`src/rtl/pvn_pkg.sv`:
```
package pvn_pkg;

  localparam int PIX_W     = 8;
  localparam int CFG_W     = 6;
  localparam int CFG_IDX_W = 2;
  localparam int VAL_W     = 16;
  localparam int MEAN_W    = 18;
  localparam int INV_W     = 24;
  localparam int INV_HALF  = 12;
  localparam int DIV_W     = 64;
  localparam int SQRT_W    = 32;
  localparam int MEAN_FRAC = 10;
  localparam int INV_FRAC  = 16;
  localparam int PROD_W    = MEAN_W + INV_HALF;
  localparam int ACC_W     = MEAN_W + INV_W + 1;

  localparam logic [CFG_W-1:0] COLS_RESET = 6'd24;
  localparam logic [CFG_W-1:0] ROWS_RESET = 6'd24;

  typedef enum logic [CFG_IDX_W-1:0] {
    REG_PATCH_COLS = 2'd0,
    REG_PATCH_ROWS = 2'd1
  } reg_idx_t;

  typedef enum logic [1:0] {
    STAT_OK        = 2'd0,
    STAT_FLAT      = 2'd1,
    STAT_NOT_READY = 2'd2
  } status_t;

  typedef enum logic [1:0] {
    OP_LOAD  = 2'd0,
    OP_DRAIN = 2'd1
  } op_t;

  typedef enum logic [3:0] {
    ST_IDLE,
    ST_LOAD,
    ST_PROD,
    ST_DIFF,
    ST_DIV_MEAN,
    ST_MEAN,
    ST_DIV_INV,
    ST_SQRT_GO,
    ST_SQRT,
    ST_INV,
    ST_RD,
    ST_MAG,
    ST_MUL_LO,
    ST_MUL_HI,
    ST_OUT,
    ST_NOT_READY
  } state_t;

  typedef struct packed {
    logic capture;
    logic load;
    logic fin_mul;
    logic fin_d;
    logic mean_cap;
    logic flat_fin;
    logic ndiv_start;
    logic sqrt_start;
    logic inv_cap;
    logic drain_rd;
    logic drain_mag;
    logic drain_lo;
    logic drain_hi;
    logic drain_out;
    logic not_ready_out;
  } cmd_t;

  typedef struct packed {
    logic ready;
    logic complete;
    logic flat;
    logic div_done;
    logic sqrt_done;
    logic out_valid;
  } sts_t;

endpackage

```
`src/rtl/pvn_ctrl.sv`:
```
module pvn_ctrl
  import pvn_pkg::*;
(
  input  logic clk,
  input  logic rst,
  input  logic in_valid,
  input  logic in_op,
  input  logic out_ready,
  input  sts_t sts,
  output logic in_ready,
  output cmd_t cmd
);

  state_t state;
  state_t state_next;
  logic   accept;

  assign in_ready = (state == ST_IDLE) && (!sts.out_valid || out_ready);
  assign accept   = in_valid && in_ready;

  always_ff @(posedge clk) begin
    if (rst) state <= ST_IDLE;
    else state <= state_next;
  end

  always_comb begin
    state_next = state;
    unique case (state)
      ST_IDLE: begin
        if (accept) begin
          if (in_op == OP_DRAIN[0]) state_next = sts.ready ? ST_RD : ST_NOT_READY;
          else state_next = sts.ready ? ST_IDLE : ST_LOAD;
        end
      end
      ST_LOAD:      state_next = sts.complete ? ST_PROD : ST_IDLE;
      ST_PROD:      state_next = ST_DIFF;
      ST_DIFF:      state_next = ST_DIV_MEAN;
      ST_DIV_MEAN:  if (sts.div_done) state_next = ST_MEAN;
      ST_MEAN:      state_next = sts.flat ? ST_IDLE : ST_DIV_INV;
      ST_DIV_INV:   if (sts.div_done) state_next = ST_SQRT_GO;
      ST_SQRT_GO:   state_next = ST_SQRT;
      ST_SQRT:      if (sts.sqrt_done) state_next = ST_INV;
      ST_INV:       state_next = ST_IDLE;
      ST_RD:        state_next = ST_MAG;
      ST_MAG:       state_next = ST_MUL_LO;
      ST_MUL_LO:    state_next = ST_MUL_HI;
      ST_MUL_HI:    state_next = ST_OUT;
      ST_OUT:       state_next = ST_IDLE;
      ST_NOT_READY: state_next = ST_IDLE;
      default:      state_next = ST_IDLE;
    endcase
  end

  always_comb begin
    cmd               = '0;
    cmd.capture       = accept;
    cmd.load          = state == ST_LOAD;
    cmd.fin_mul       = state == ST_PROD;
    cmd.fin_d         = state == ST_DIFF;
    cmd.mean_cap      = state == ST_MEAN;
    cmd.flat_fin      = (state == ST_MEAN) && sts.flat;
    cmd.ndiv_start    = (state == ST_MEAN) && !sts.flat;
    cmd.sqrt_start    = state == ST_SQRT_GO;
    cmd.inv_cap       = state == ST_INV;
    cmd.drain_rd      = state == ST_RD;
    cmd.drain_mag     = state == ST_MAG;
    cmd.drain_lo      = state == ST_MUL_LO;
    cmd.drain_hi      = state == ST_MUL_HI;
    cmd.drain_out     = state == ST_OUT;
    cmd.not_ready_out = state == ST_NOT_READY;
  end

endmodule

```
`config.mk`:
```
export PLATFORM = sky130hd
export DESIGN_NAME = pvn_ctrl
export DESIGN_NICKNAME = d
export VERILOG_FILES = /design/src/rtl/pvn_pkg.sv /design/src/rtl/pvn_ctrl.sv
export SDC_FILE = /design/constraint.sdc
export NUM_CORES = 1
export LEC_CHECK = 0
export BUFFER_PORTS_ARGS = -buffer_cell sky130_fd_sc_hd__buf_2
export CAP_MARGIN = 30
export CORE_AREA = 2 2 39 41
export CTS_CLUSTER_DIAMETER = 50
export DETAILED_ROUTE_END_ITERATION = 8
export DIE_AREA = 0 0 41 43
export GPL_ROUTABILITY_DRIVEN = 0
export HOLD_SLACK_MARGIN = 0.02
export PLACE_DENSITY = 0.73
export SLEW_MARGIN = 15
export SYNTH_ARGS = -nofsm -noshare
export SYNTH_HDL_FRONTEND = slang
export SYNTH_SLANG_ARGS = --single-unit
```
`constraint.sdc`:
```
create_clock -name clk -period 1.89 [get_ports clk]
set_clock_uncertainty 0.1 [all_clocks]
set_input_delay 0.0945 -clock clk [delete_from_list [all_inputs] [get_ports clk]]
set_output_delay 0.0945 -clock clk [all_outputs]
set_load 0.005 [all_outputs]
```
==> results of run 1 <==
-- cells by family (layout without fill, tap and decap cells) --
family,Yosys count,count (layout),share of synthesized area [%]
simple gates,40,40,46.61
compound gates,17,17,26.56
buf+inv,7,35,7.317
flops,4,4,17.34
mux,1,1,2.168
-- power groups by stage --
stage                     Clock (mW)  Sequential (mW)  Combinational, mW
after floorplan                    0            0.158              0.512
final                          0.109            0.199              0.647
after detailed placement           0            0.198              0.642
after global routing           0.111            0.209              0.726
after global placement             0            0.194              0.636
after CTS                      0.108            0.197              0.647
-- timing repair --
action                    CTS  global route
setup buffers               0             0
hold buffers                1             0
hold endpoints to repair    4             0
-- how the worst max path moves through the flow --
stage                       endpoint  cells after the start  slack, ns             startpoint
3_5_place_dp   state[3]$_SDFFE_PP0P_                      4       0.22  state[2]$_SDFFE_PP0P_
6_report       state[3]$_SDFFE_PP0P_                      4       0.22  state[2]$_SDFFE_PP0P_
2_1_floorplan  state[3]$_SDFFE_PP0P_                      4       0.33  state[3]$_SDFFE_PP0P_
4_1_cts        state[3]$_SDFFE_PP0P_                      4       0.22  state[2]$_SDFFE_PP0P_
5_1_grt        state[3]$_SDFFE_PP0P_                      4       0.13  state[2]$_SDFFE_PP0P_
3_3_place_gp   state[3]$_SDFFE_PP0P_                      4       0.28  state[3]$_SDFFE_PP0P_
-- cells in the mapped netlist (all sizes together) --
| cell type | n | area (um^2) |
|---|---|---|
| nor4b | 1 | 8.760 |
| a21o | 1 | 7.510 |
| a311oi | 1 | 8.760 |
| or4 | 1 | 11.26 |
| a211oi | 1 | 7.510 |
| nor3 | 4 | 20.02 |
| dfxtp | 4 | 80.08 |
| and4b | 1 | 10.01 |
| nand2b | 7 | 43.79 |
| mux2i | 1 | 10.01 |
| clkbuf | 1 | 3.750 |
| a21oi | 4 | 20.02 |
| nor2b | 4 | 25.02 |
| nand3 | 1 | 5.000 |
| and2 | 1 | 6.260 |
| o31ai | 2 | 15.01 |
| or4b | 1 | 10.01 |
| nor3b | 1 | 7.510 |
| o21ai | 3 | 15.01 |
| nor2 | 14 | 52.55 |
| inv | 2 | 7.510 |
| o21a | 1 | 8.760 |
| buf | 4 | 22.52 |
| o211ai | 1 | 7.510 |
| nand2 | 4 | 15.01 |
| o221ai | 1 | 8.760 |
| a2bb2oi | 1 | 8.760 |
| a221oi | 1 | 15.01 |
-- cell type report --
cell class                 instances  area (um^2)
clock buffer                       3        22.52
fill                             153        743.2
inverter                           2        7.507
multi-input combinational         58        347.8
sequential                         4        80.08
tap                               16        20.02
timing repair buffer              30        162.7
-- cells in the final DEF, fill, tap and decap left out --
cell	synthesis	layout
and2_1	1	1
o211ai_1	1	1
a211oi_1	1	1
and4b_1	1	1
dlygate4sd3_1	0	1
nor3_1	4	4
o31ai_1	2	2
nand3_1	1	1
nand2b_1	7	7
mux2i_1	1	1
buf_4	1	3
inv_1	2	2
o221ai_1	1	1
o21ai_0	3	3
nor3b_1	1	1
a311oi_1	1	1
nor2_1	14	14
dfxtp_1	4	4
or4b_1	1	1
nor2b_1	4	4
or4_4	1	1
clkbuf_4	0	3
a21o_1	1	1
nand2_1	4	4
o21a_2	1	1
nor4b_1	1	1
a221oi_2	1	1
a21oi_1	4	4
a2bb2oi_1	1	1
buf_2	3	26
-- through the flow --
step,hold WS [ns],setup WS (ns)
global placement,0.2131,0.2782
finish,0.1383,0.2176
CTS,0.1454,0.2193
detailed placement,0.2194,0.2248
global route,0.1801,0.1304
floorplan,0.06075,0.3315
-- layer usage --
metal  vias to the layer above  GRT usage, %  share of wire (%)
met5                         -             0                  0
met4                         0         8.000               0.99
met3                         2         1.571                3.9
met2                        17         24.69                 51
met1                       282         20.00                 44
li1                        305             -                  -
-- worst max-delay path, delay by kind of cell (launching register included) --
family | cells | cell delay (ns)
compound gates | 3 | 0.57
simple gates | 1 | 0.49
flops | 1 | 0.44
==> impl_metrics.tcl, run 1 <==
set metrics [dict create \
    status "completed" \
    min-delay-path-class "in2reg" \
    min_to "state[0]$_SDFFE_PP0P_" \
    cell_with_the_biggest_individual_delay_on_the_critical_path "or4_4" \
    htree_num_levels 1 \
    fmax_ghz 0.5979 \
    finalWorstPathRequiredPeriod_ns 1.672 \
    num_rows 14 \
    finish.cell_count_without_fillers 113 \
    die_height_um 43 \
    worst_r2r_path_depth 4 \
    overall_global_routing_usage_pct 15.68 \
    critical_path_peak_fanout 14 \
    clkSinkCount 4 \
    timing.setup.tns_ns 0 \
    holdPathStages 4 \
    initial_core_util_pct 33.36 \
    final_hold_viol_count 0 \
    crit_path_end_kind "flip-flop" \
    final_layout_size_suffix_gt1_share_pct 36.08 \
    ys.warnings.count 0 \
    finalSetupViolations 0 \
    dp_cells 109 \
    dp.final_hpwl_mm 1.005 \
    design.final.nets 110 \
    worstSkewPairLatency_ns 0.24 \
    regToRegSetupSlack_ns 0.22 \
    worst_slew_margin_rel_pct 69.26 \
    ctsLongestPathBuffers 2 \
    hold_path_startpoint "sts[5]" \
    drt_pass1_iterations 4 \
    core_region_area_um2 1384 \
    worstPathRequired_ns 1.95 \
    period_share_pct 88.49 \
    avgRoutedWirePerCell_um 11.67 \
    syn-mean-instance-area_um2 6.691 \
    sequential_group_share_of_total_power_pct 20.9 \
    power-per-cell-area_nw_per_um2 1492 \
    critPathKind "reg2reg" \
    start_kind "flip-flop" \
    tritoncts.num_buffers 3 \
    syn_nets 80 \
    maxCapViolations 0 \
    regToRegEndpoint "state[3]$_SDFFE_PP0P_" \
    internal-power_uw 501.3 \
    crit_path_cell_trace "or4_4 -> a21o_1 -> o21a_2 -> a221oi_2" \
    ys_types 29 \
    max-vdd-ir-drop_uv 461.3 \
    route.antenna.remaining_nets 0 \
    grt_max_degree 16 \
    io-pin-count 27 \
    regs_by_ff_count "state: 4 flops" \
    power.switching_fraction_pct 47.54 \
    final_util_pct 46.29 \
    cts_resized 0 \
    worstReg2RegStart "state[2]$_SDFFE_PP0P_" \
    static-leakage-power_nw 0.3064 \
    area_growth_pct 38.75 \
    routed_wirelength_mm 1.319 \
    total_power_uw 955.7 \
    ys_seq_elements 4 \
    globalRoute.totalOverflow 0 \
    rsz0062_at_grt "no" \
    drc 0 \
    dieArea_um2 1763 \
    post_drt_via_cell_ratio 5.363 \
    antenna_diode_instance_count 0 \
    antenna_found_initial 0 \
    die_width_um 41 \
    grt_first_pass_wirelength_mm 1.932 \
    dpl_cell_area_um2 608.1 \
    clockPowerShare_pct 11.4 \
    buffers_on_ports 26 \
    power_switching_uw 454.3 \
    drt-initial-drc-count 10 \
    cts-root-buf "clkbuf_4" \
    timing.final.max_slew_violations 0 \
    post_synth_instance_area_um2 461.7 \
    cts.reportedPaths.clkPinSlew_ns 0.04 \
    first_global_vias 477 \
    vias 606 \
    worst_slew_pin_slew_ns 0.4605 \
    cts_tree "yes" \
    top_register "state" \
    power_frac_comb_pct 67.7 \
    worst_ep_arrival_time_ns 1.73 \
    stdcell_area_um2 640.6 \
    largest_register_ff_count 4 \
    ys_seq_area_share_pct 17.34 \
    critical-path-max-stage-delay_ns 0.49 \
    postSynthCellCount 69 \
]
(Power assumes the default switching activity.)
==> run 2: changes to the inputs <==
BUFFER_PORTS_ARGS = -buffer_cell sky130_fd_sc_hd__buf_4   (was -buffer_cell sky130_fd_sc_hd__buf_2)
CTS_CLUSTER_SIZE = 10   (was default)
==> run 2 against run 1 <==
  * First-iteration DRC count rose by 20%
  * Maximum frequency shrank 0.50%
  * Cell area grew 10%
==> impl_metrics.tcl, run 2 (synthesized netlist as in run 1, its figures left out) <==
set metrics [dict create \
    seq_area_um2 80.08 \
    first_global_vias 465 \
    final_hold_viol_count 0 \
    number_of_fillers_in_the_final_layout 148 \
    min-delay-path-class "in2reg" \
    total_power_uw 974.6 \
    design.final.nets 110 \
    power-per-cell-area_nw_per_um2 1381 \
    commonest_non_fill_non_tap_cells_in_the_layout "buf_4 (29), nor2_1 (14), nand2b_1 (7)" \
    final_util_pct 50.99 \
    rsz0062_at_grt "no" \
    dpl_cell_area_um2 673.1 \
    antenna_found_initial 0 \
    maxCapViolations 0 \
    post_drt_via_cell_ratio 4.956 \
    htree_num_levels 1 \
    max-vdd-ir-drop_uv 473.6 \
    fmax_ghz 0.5949 \
    area_growth_pct 52.85 \
    cts_resized 0 \
    static-leakage-power_nw 0.3145 \
    io-pin-count 27 \
    stdcell_area_um2 705.7 \
    finalWorstPathRequiredPeriod_ns 1.681 \
    regs_by_ff_count "state: 4 flops" \
    critPathKind "reg2reg" \
    worstPathRequired_ns 1.93 \
    clkSinkCount 4 \
    top_register "state" \
    initial_core_util_pct 33.36 \
    die_width_um 41 \
    drc 0 \
    avgRoutedWirePerCell_um 10.82 \
    multi_input_area_um2 347.8 \
    timing.final.max_slew_violations 0 \
    drt-initial-drc-count 12 \
    routed_wirelength_mm 1.223 \
    start_kind "flip-flop" \
    grt_first_pass_wirelength_mm 1.904 \
    num_rows 14 \
    worst_ep_arrival_time_ns 1.72 \
    ctsLongestPathBuffers 2 \
    drt_pass1_iterations 4 \
    die_height_um 43 \
    core_region_area_um2 1384 \
    worstSkewPairLatency_ns 0.22 \
    timing.setup.tns_ns 0 \
    cts_tree "yes" \
    finalSetupViolations 0 \
    dp.final_hpwl_um 986.9 \
    cts.reportedPaths.clkPinSlew_ns 0.03 \
    buffers_on_ports 26 \
    period_share_pct 88.93 \
    cts-root-buf "clkbuf_4" \
    largest_register_ff_count 4 \
    antenna_diode_instance_count 0 \
    vias 560 \
    worst_hold_slack_ns 0.1487 \
    route.antenna.remaining_nets 0 \
    tritoncts.num_buffers 3 \
    layout_commonest_cell "buf_4" \
    worst_slew_margin_rel_pct 72.20 \
    crit_path_end_kind "flip-flop" \
    critical_path_peak_fanout 10 \
    grt_max_degree 16 \
    overall_global_routing_usage_pct 15.26 \
    status "completed" \
    dieArea_um2 1763 \
    worst_slew_pin_slew_ns 0.4164 \
    globalRoute.totalOverflow 0 \
    final_layout_size_suffix_gt1_share_pct 36.08 \
]
==> run 2: cell counts in the layout (fill, tap and decap cells not counted) <==
Identical to the previous run, type by type.
==> run 2: layer usage <==
layer,track usage [%],wire length [um],up-vias
met5,0,0,-
met4,2.000,0,0
met3,3.141,31,0
met2,23.44,595,9
met1,21.86,596,244
li1,-,-,307
==> run 2: power breakdown <==
| part | leakage, nW | internal (mW) | total [mW] | switching (mW) |
|---|---|---|---|---|
| Combinational | 0.267 | 0.341 | 0.680 | 0.340 |
| Sequential | 0.0332 | 0.126 | 0.196 | 0.0700 |
| Clock | 0.0138 | 0.0706 | 0.0987 | 0.0281 |
| Total | 0.315 | 0.537 | 0.975 | 0.438 |
==> run 2: through the flow <==
stage               setup slack, ns  std cells
global placement             0.2028        109
global route                 0.1220        113
CTS                          0.2026        113
detailed placement           0.2079        109
floorplan                    0.3315         69
finish                       0.2092        113
==> run 2: path summary, 6_finish.rpt <==
kind,start,end,slack (ns),depth (start not counted)
hold reg to reg,state[3]$_SDFFE_PP0P_,state[3]$_SDFFE_PP0P_,0.52,2
setup reg to reg,state[3]$_SDFFE_PP0P_,state[1]$_SDFFE_PP0P_,0.21,5
hold / removal,sts[5],state[0]$_SDFFE_PP0P_,0.15,4
setup / recovery,state[3]$_SDFFE_PP0P_,state[1]$_SDFFE_PP0P_,0.21,5
==> run 2: layout make-up <==
class / instances / share of cell area [%]
Clock buffer: 3 / 3.191
Sequential cell: 4 / 11.35
Tap cell: 16 / 2.837
Multi-Input combinational cell: 58 / 49.29
Inverter: 2 / 1.064
Timing Repair Buffer: 30 / 32.27
==> run 2: timing repair <==
action | 4_1_cts | 5_1_grt
setup buffers | 0 | 0
hold endpoints to repair | 4 | 0
hold buffers | 1 | 0
==> run 2: critical path, stage by stage (launching register included) <==
cell	delay (ns)
dfxtp_1	0.34
buf_4	0.18
or4b_1	0.51
o211ai_1	0.11
o31ai_1	0.10
a211oi_1	0.24
==> run 3: changes to the inputs <==
PLACE_DENSITY = 0.66   (was 0.73)
==> run 3 against run 2 <==
  * First-iteration DRC count is 92% higher
  * Die area stayed put
  * Largest cell class unchanged
  * Non-clock buffer count stayed put
  * Clock power is 10% higher
  * Largest power group unchanged
  * Critical path depth stayed put
  * Wire length is 9.0% higher
  * Sequential power is 3% lower
  * Count of clock-buffer cells in the layout stayed put
  * Utilization stayed put
  * Critical path type is now reg2out
  * Critical endpoint is now cmd[9]
  * Maximum frequency is 1.6% higher
  * Power is 2.6% higher
  * Cell area stayed put
==> impl_metrics.tcl, run 3 (synthesized netlist as in run 1, its figures left out) <==
set metrics [dict create \
    antenna_found_initial 0 \
    timing.final.ws_setup_ns 0.2363 \
    finalSetupViolations 0 \
    drt_pass1_iterations 4 \
    wl_met1_um 597 \
    worst_slew_pin_slew_ns 0.4198 \
    cell_with_the_biggest_individual_delay_on_the_critical_path "dfxtp_1" \
    worstPathRequired_ns 1.70 \
    max-vdd-ir-drop_uv 483.7 \
    cp_top_family "simple AND/OR/NAND/NOR gates" \
    die_width_um 41 \
    layout_commonest_cell "buf_4" \
    first_global_vias 524 \
    rsz0062_at_grt "no" \
    min-delay-path-class "in2reg" \
    crit_path_end_kind "output pin" \
    cts_resized 0 \
    crit_path_cell_trace "buf_4 -> nand2b_1 -> nor2_1 -> and2_1 -> buf_4" \
    ctsLongestPathBuffers 2 \
    status "completed" \
    fmax_ghz 0.6047 \
    cts.reportedPaths.clkPinSlew_ns 0.04 \
    power_frac_comb_pct 70.1 \
    regs_by_ff_count "state: 4 flops" \
    maxCapViolations 0 \
    worst_slew_margin_rel_pct 71.97 \
    avgRoutedWirePerCell_um 11.80 \
    num_rows 14 \
    core_region_area_um2 1384 \
    die_height_um 43 \
    drt-initial-drc-count 23 \
    grt_max_degree 16 \
    detailroute.wirelength.met3_um 51 \
    cts_tree "yes" \
    power_switching_uw 462.0 \
    cts-root-buf "clkbuf_4" \
    worst_ep_arrival_time_ns 1.46 \
    clkSinkCount 4 \
    largest_register_ff_count 4 \
    holdPathStages 4 \
    routed_wirelength_mm 1.333 \
    htree_num_levels 1 \
    seq_area_um2 80.08 \
    wire_length_on_met2_um 667 \
    drc 0 \
    static-leakage-power_nw 0.3145 \
    critical-path-max-stage-delay_ns 0.39 \
    route.antenna.remaining_nets 0 \
    area_growth_pct 52.85 \
    regToRegSetupSlack_ns 0.25 \
    dieArea_um2 1763 \
    multi_input_area_um2 347.8 \
    routed.top_layer "met4" \
    tritoncts.num_buffers 3 \
    design.final.nets 110 \
    timing.setup.tns_ns 0 \
    start_kind "flip-flop" \
    vias 588 \
    grt_first_pass_wirelength_mm 2.042 \
    io-pin-count 27 \
    final_hold_viol_count 0 \
    initial_core_util_pct 33.36 \
    critPathMostFrequentCell "buf_4" \
    internal-power_uw 538.0 \
    cp_depth 5 \
    worst_r2r_path_depth 4 \
    worstSkewPairLatency_ns 0.24 \
    sequential_group_share_of_total_power_pct 19.0 \
    final_layout_size_suffix_gt1_share_pct 36.08 \
    worstPathBufferInverterCount 2 \
    post_drt_via_cell_ratio 5.204 \
    critPathKind "reg2out" \
    globalRoute.totalOverflow 0 \
    period_share_pct 87.50 \
    dp.final_hpwl_mm 1.012 \
    finalWorstPathRequiredPeriod_ns 1.654 \
    overall_global_routing_usage_pct 17.07 \
    critical_path_peak_fanout 10 \
    antenna_diode_instance_count 0 \
    power-per-cell-area_nw_per_um2 1417 \
    number_of_fillers_in_the_final_layout 145 \
    post_place_worst_slack_ns 0.2542 \
    top_register "state" \
    power.switching_fraction_pct 46.20 \
    commonest_non_fill_non_tap_cells_in_the_layout "buf_4 (29), nor2_1 (14), nand2b_1 (7)" \
    timing.final.max_slew_violations 0 \
    buffers_on_ports 26 \
    clockPowerShare_pct 10.9 \
]
run 3: cell counts in the layout (fill, tap and decap cells not counted):
Identical to the previous run, type by type.
run 3: power groups by stage:
stage	Clock (mW)	Sequential [mW]	Combinational, mW
after global placement	0	0.189	0.690
final	0.109	0.190	0.701
after detailed placement	0	0.191	0.687
after floorplan	0	0.158	0.512
after global routing	0.115	0.200	0.775
after CTS	0.109	0.191	0.700
run 3: worst paths after layout:
kind                              start                     to
setup / recovery  state[3]$_SDFFE_PP0P_                 cmd[9]
hold / removal                   sts[5]  state[0]$_SDFFE_PP0P_
setup reg to reg  state[2]$_SDFFE_PP0P_  state[3]$_SDFFE_PP0P_
hold reg to reg   state[3]$_SDFFE_PP0P_  state[3]$_SDFFE_PP0P_
run 3: cell type report:
type / count / share of cell area (%)
Clock buffer: 3 / 3.191
Inverter: 2 / 1.064
Multi-Input combinational cell: 58 / 49.29
Sequential cell: 4 / 11.35
Tap cell: 16 / 2.837
Timing Repair Buffer: 30 / 32.27
run 3: metal layers:
metal,global-route usage [%],vias up
met5,0,-
met4,8.000,0
met3,3.141,2
met2,28.75,17
met1,19.29,264
li1,-,305
run 3: timing repair:
action / 4_1_cts / 5_1_grt
setup buffers: 0 / 0
setup endpoints to repair: 0 / 0
hold endpoints to repair: 4 / 0
hold buffers: 1 / 0
run 3: through the flow:
stage	hold WS, ns	instance area [um^2]	util [%]	total power, mW	std cells
CTS	0.1381	705.7	50.99	1.000	113
finish	0.1330	705.7	50.99	1.000	113
global placement	0.1839	673.1	48.64	0.8786	109
global route	0.1735	705.7	50.99	1.090	113
floorplan	0.06075	461.7	-	0.6693	69
detailed placement	0.1918	673.1	48.64	0.8787	109
run 3: tightest hold or removal path: stages:
cell and delay, ns:
buf_4 0.08, a21oi_1 0.05, a21oi_1 0.13, nor4b_1 0.07
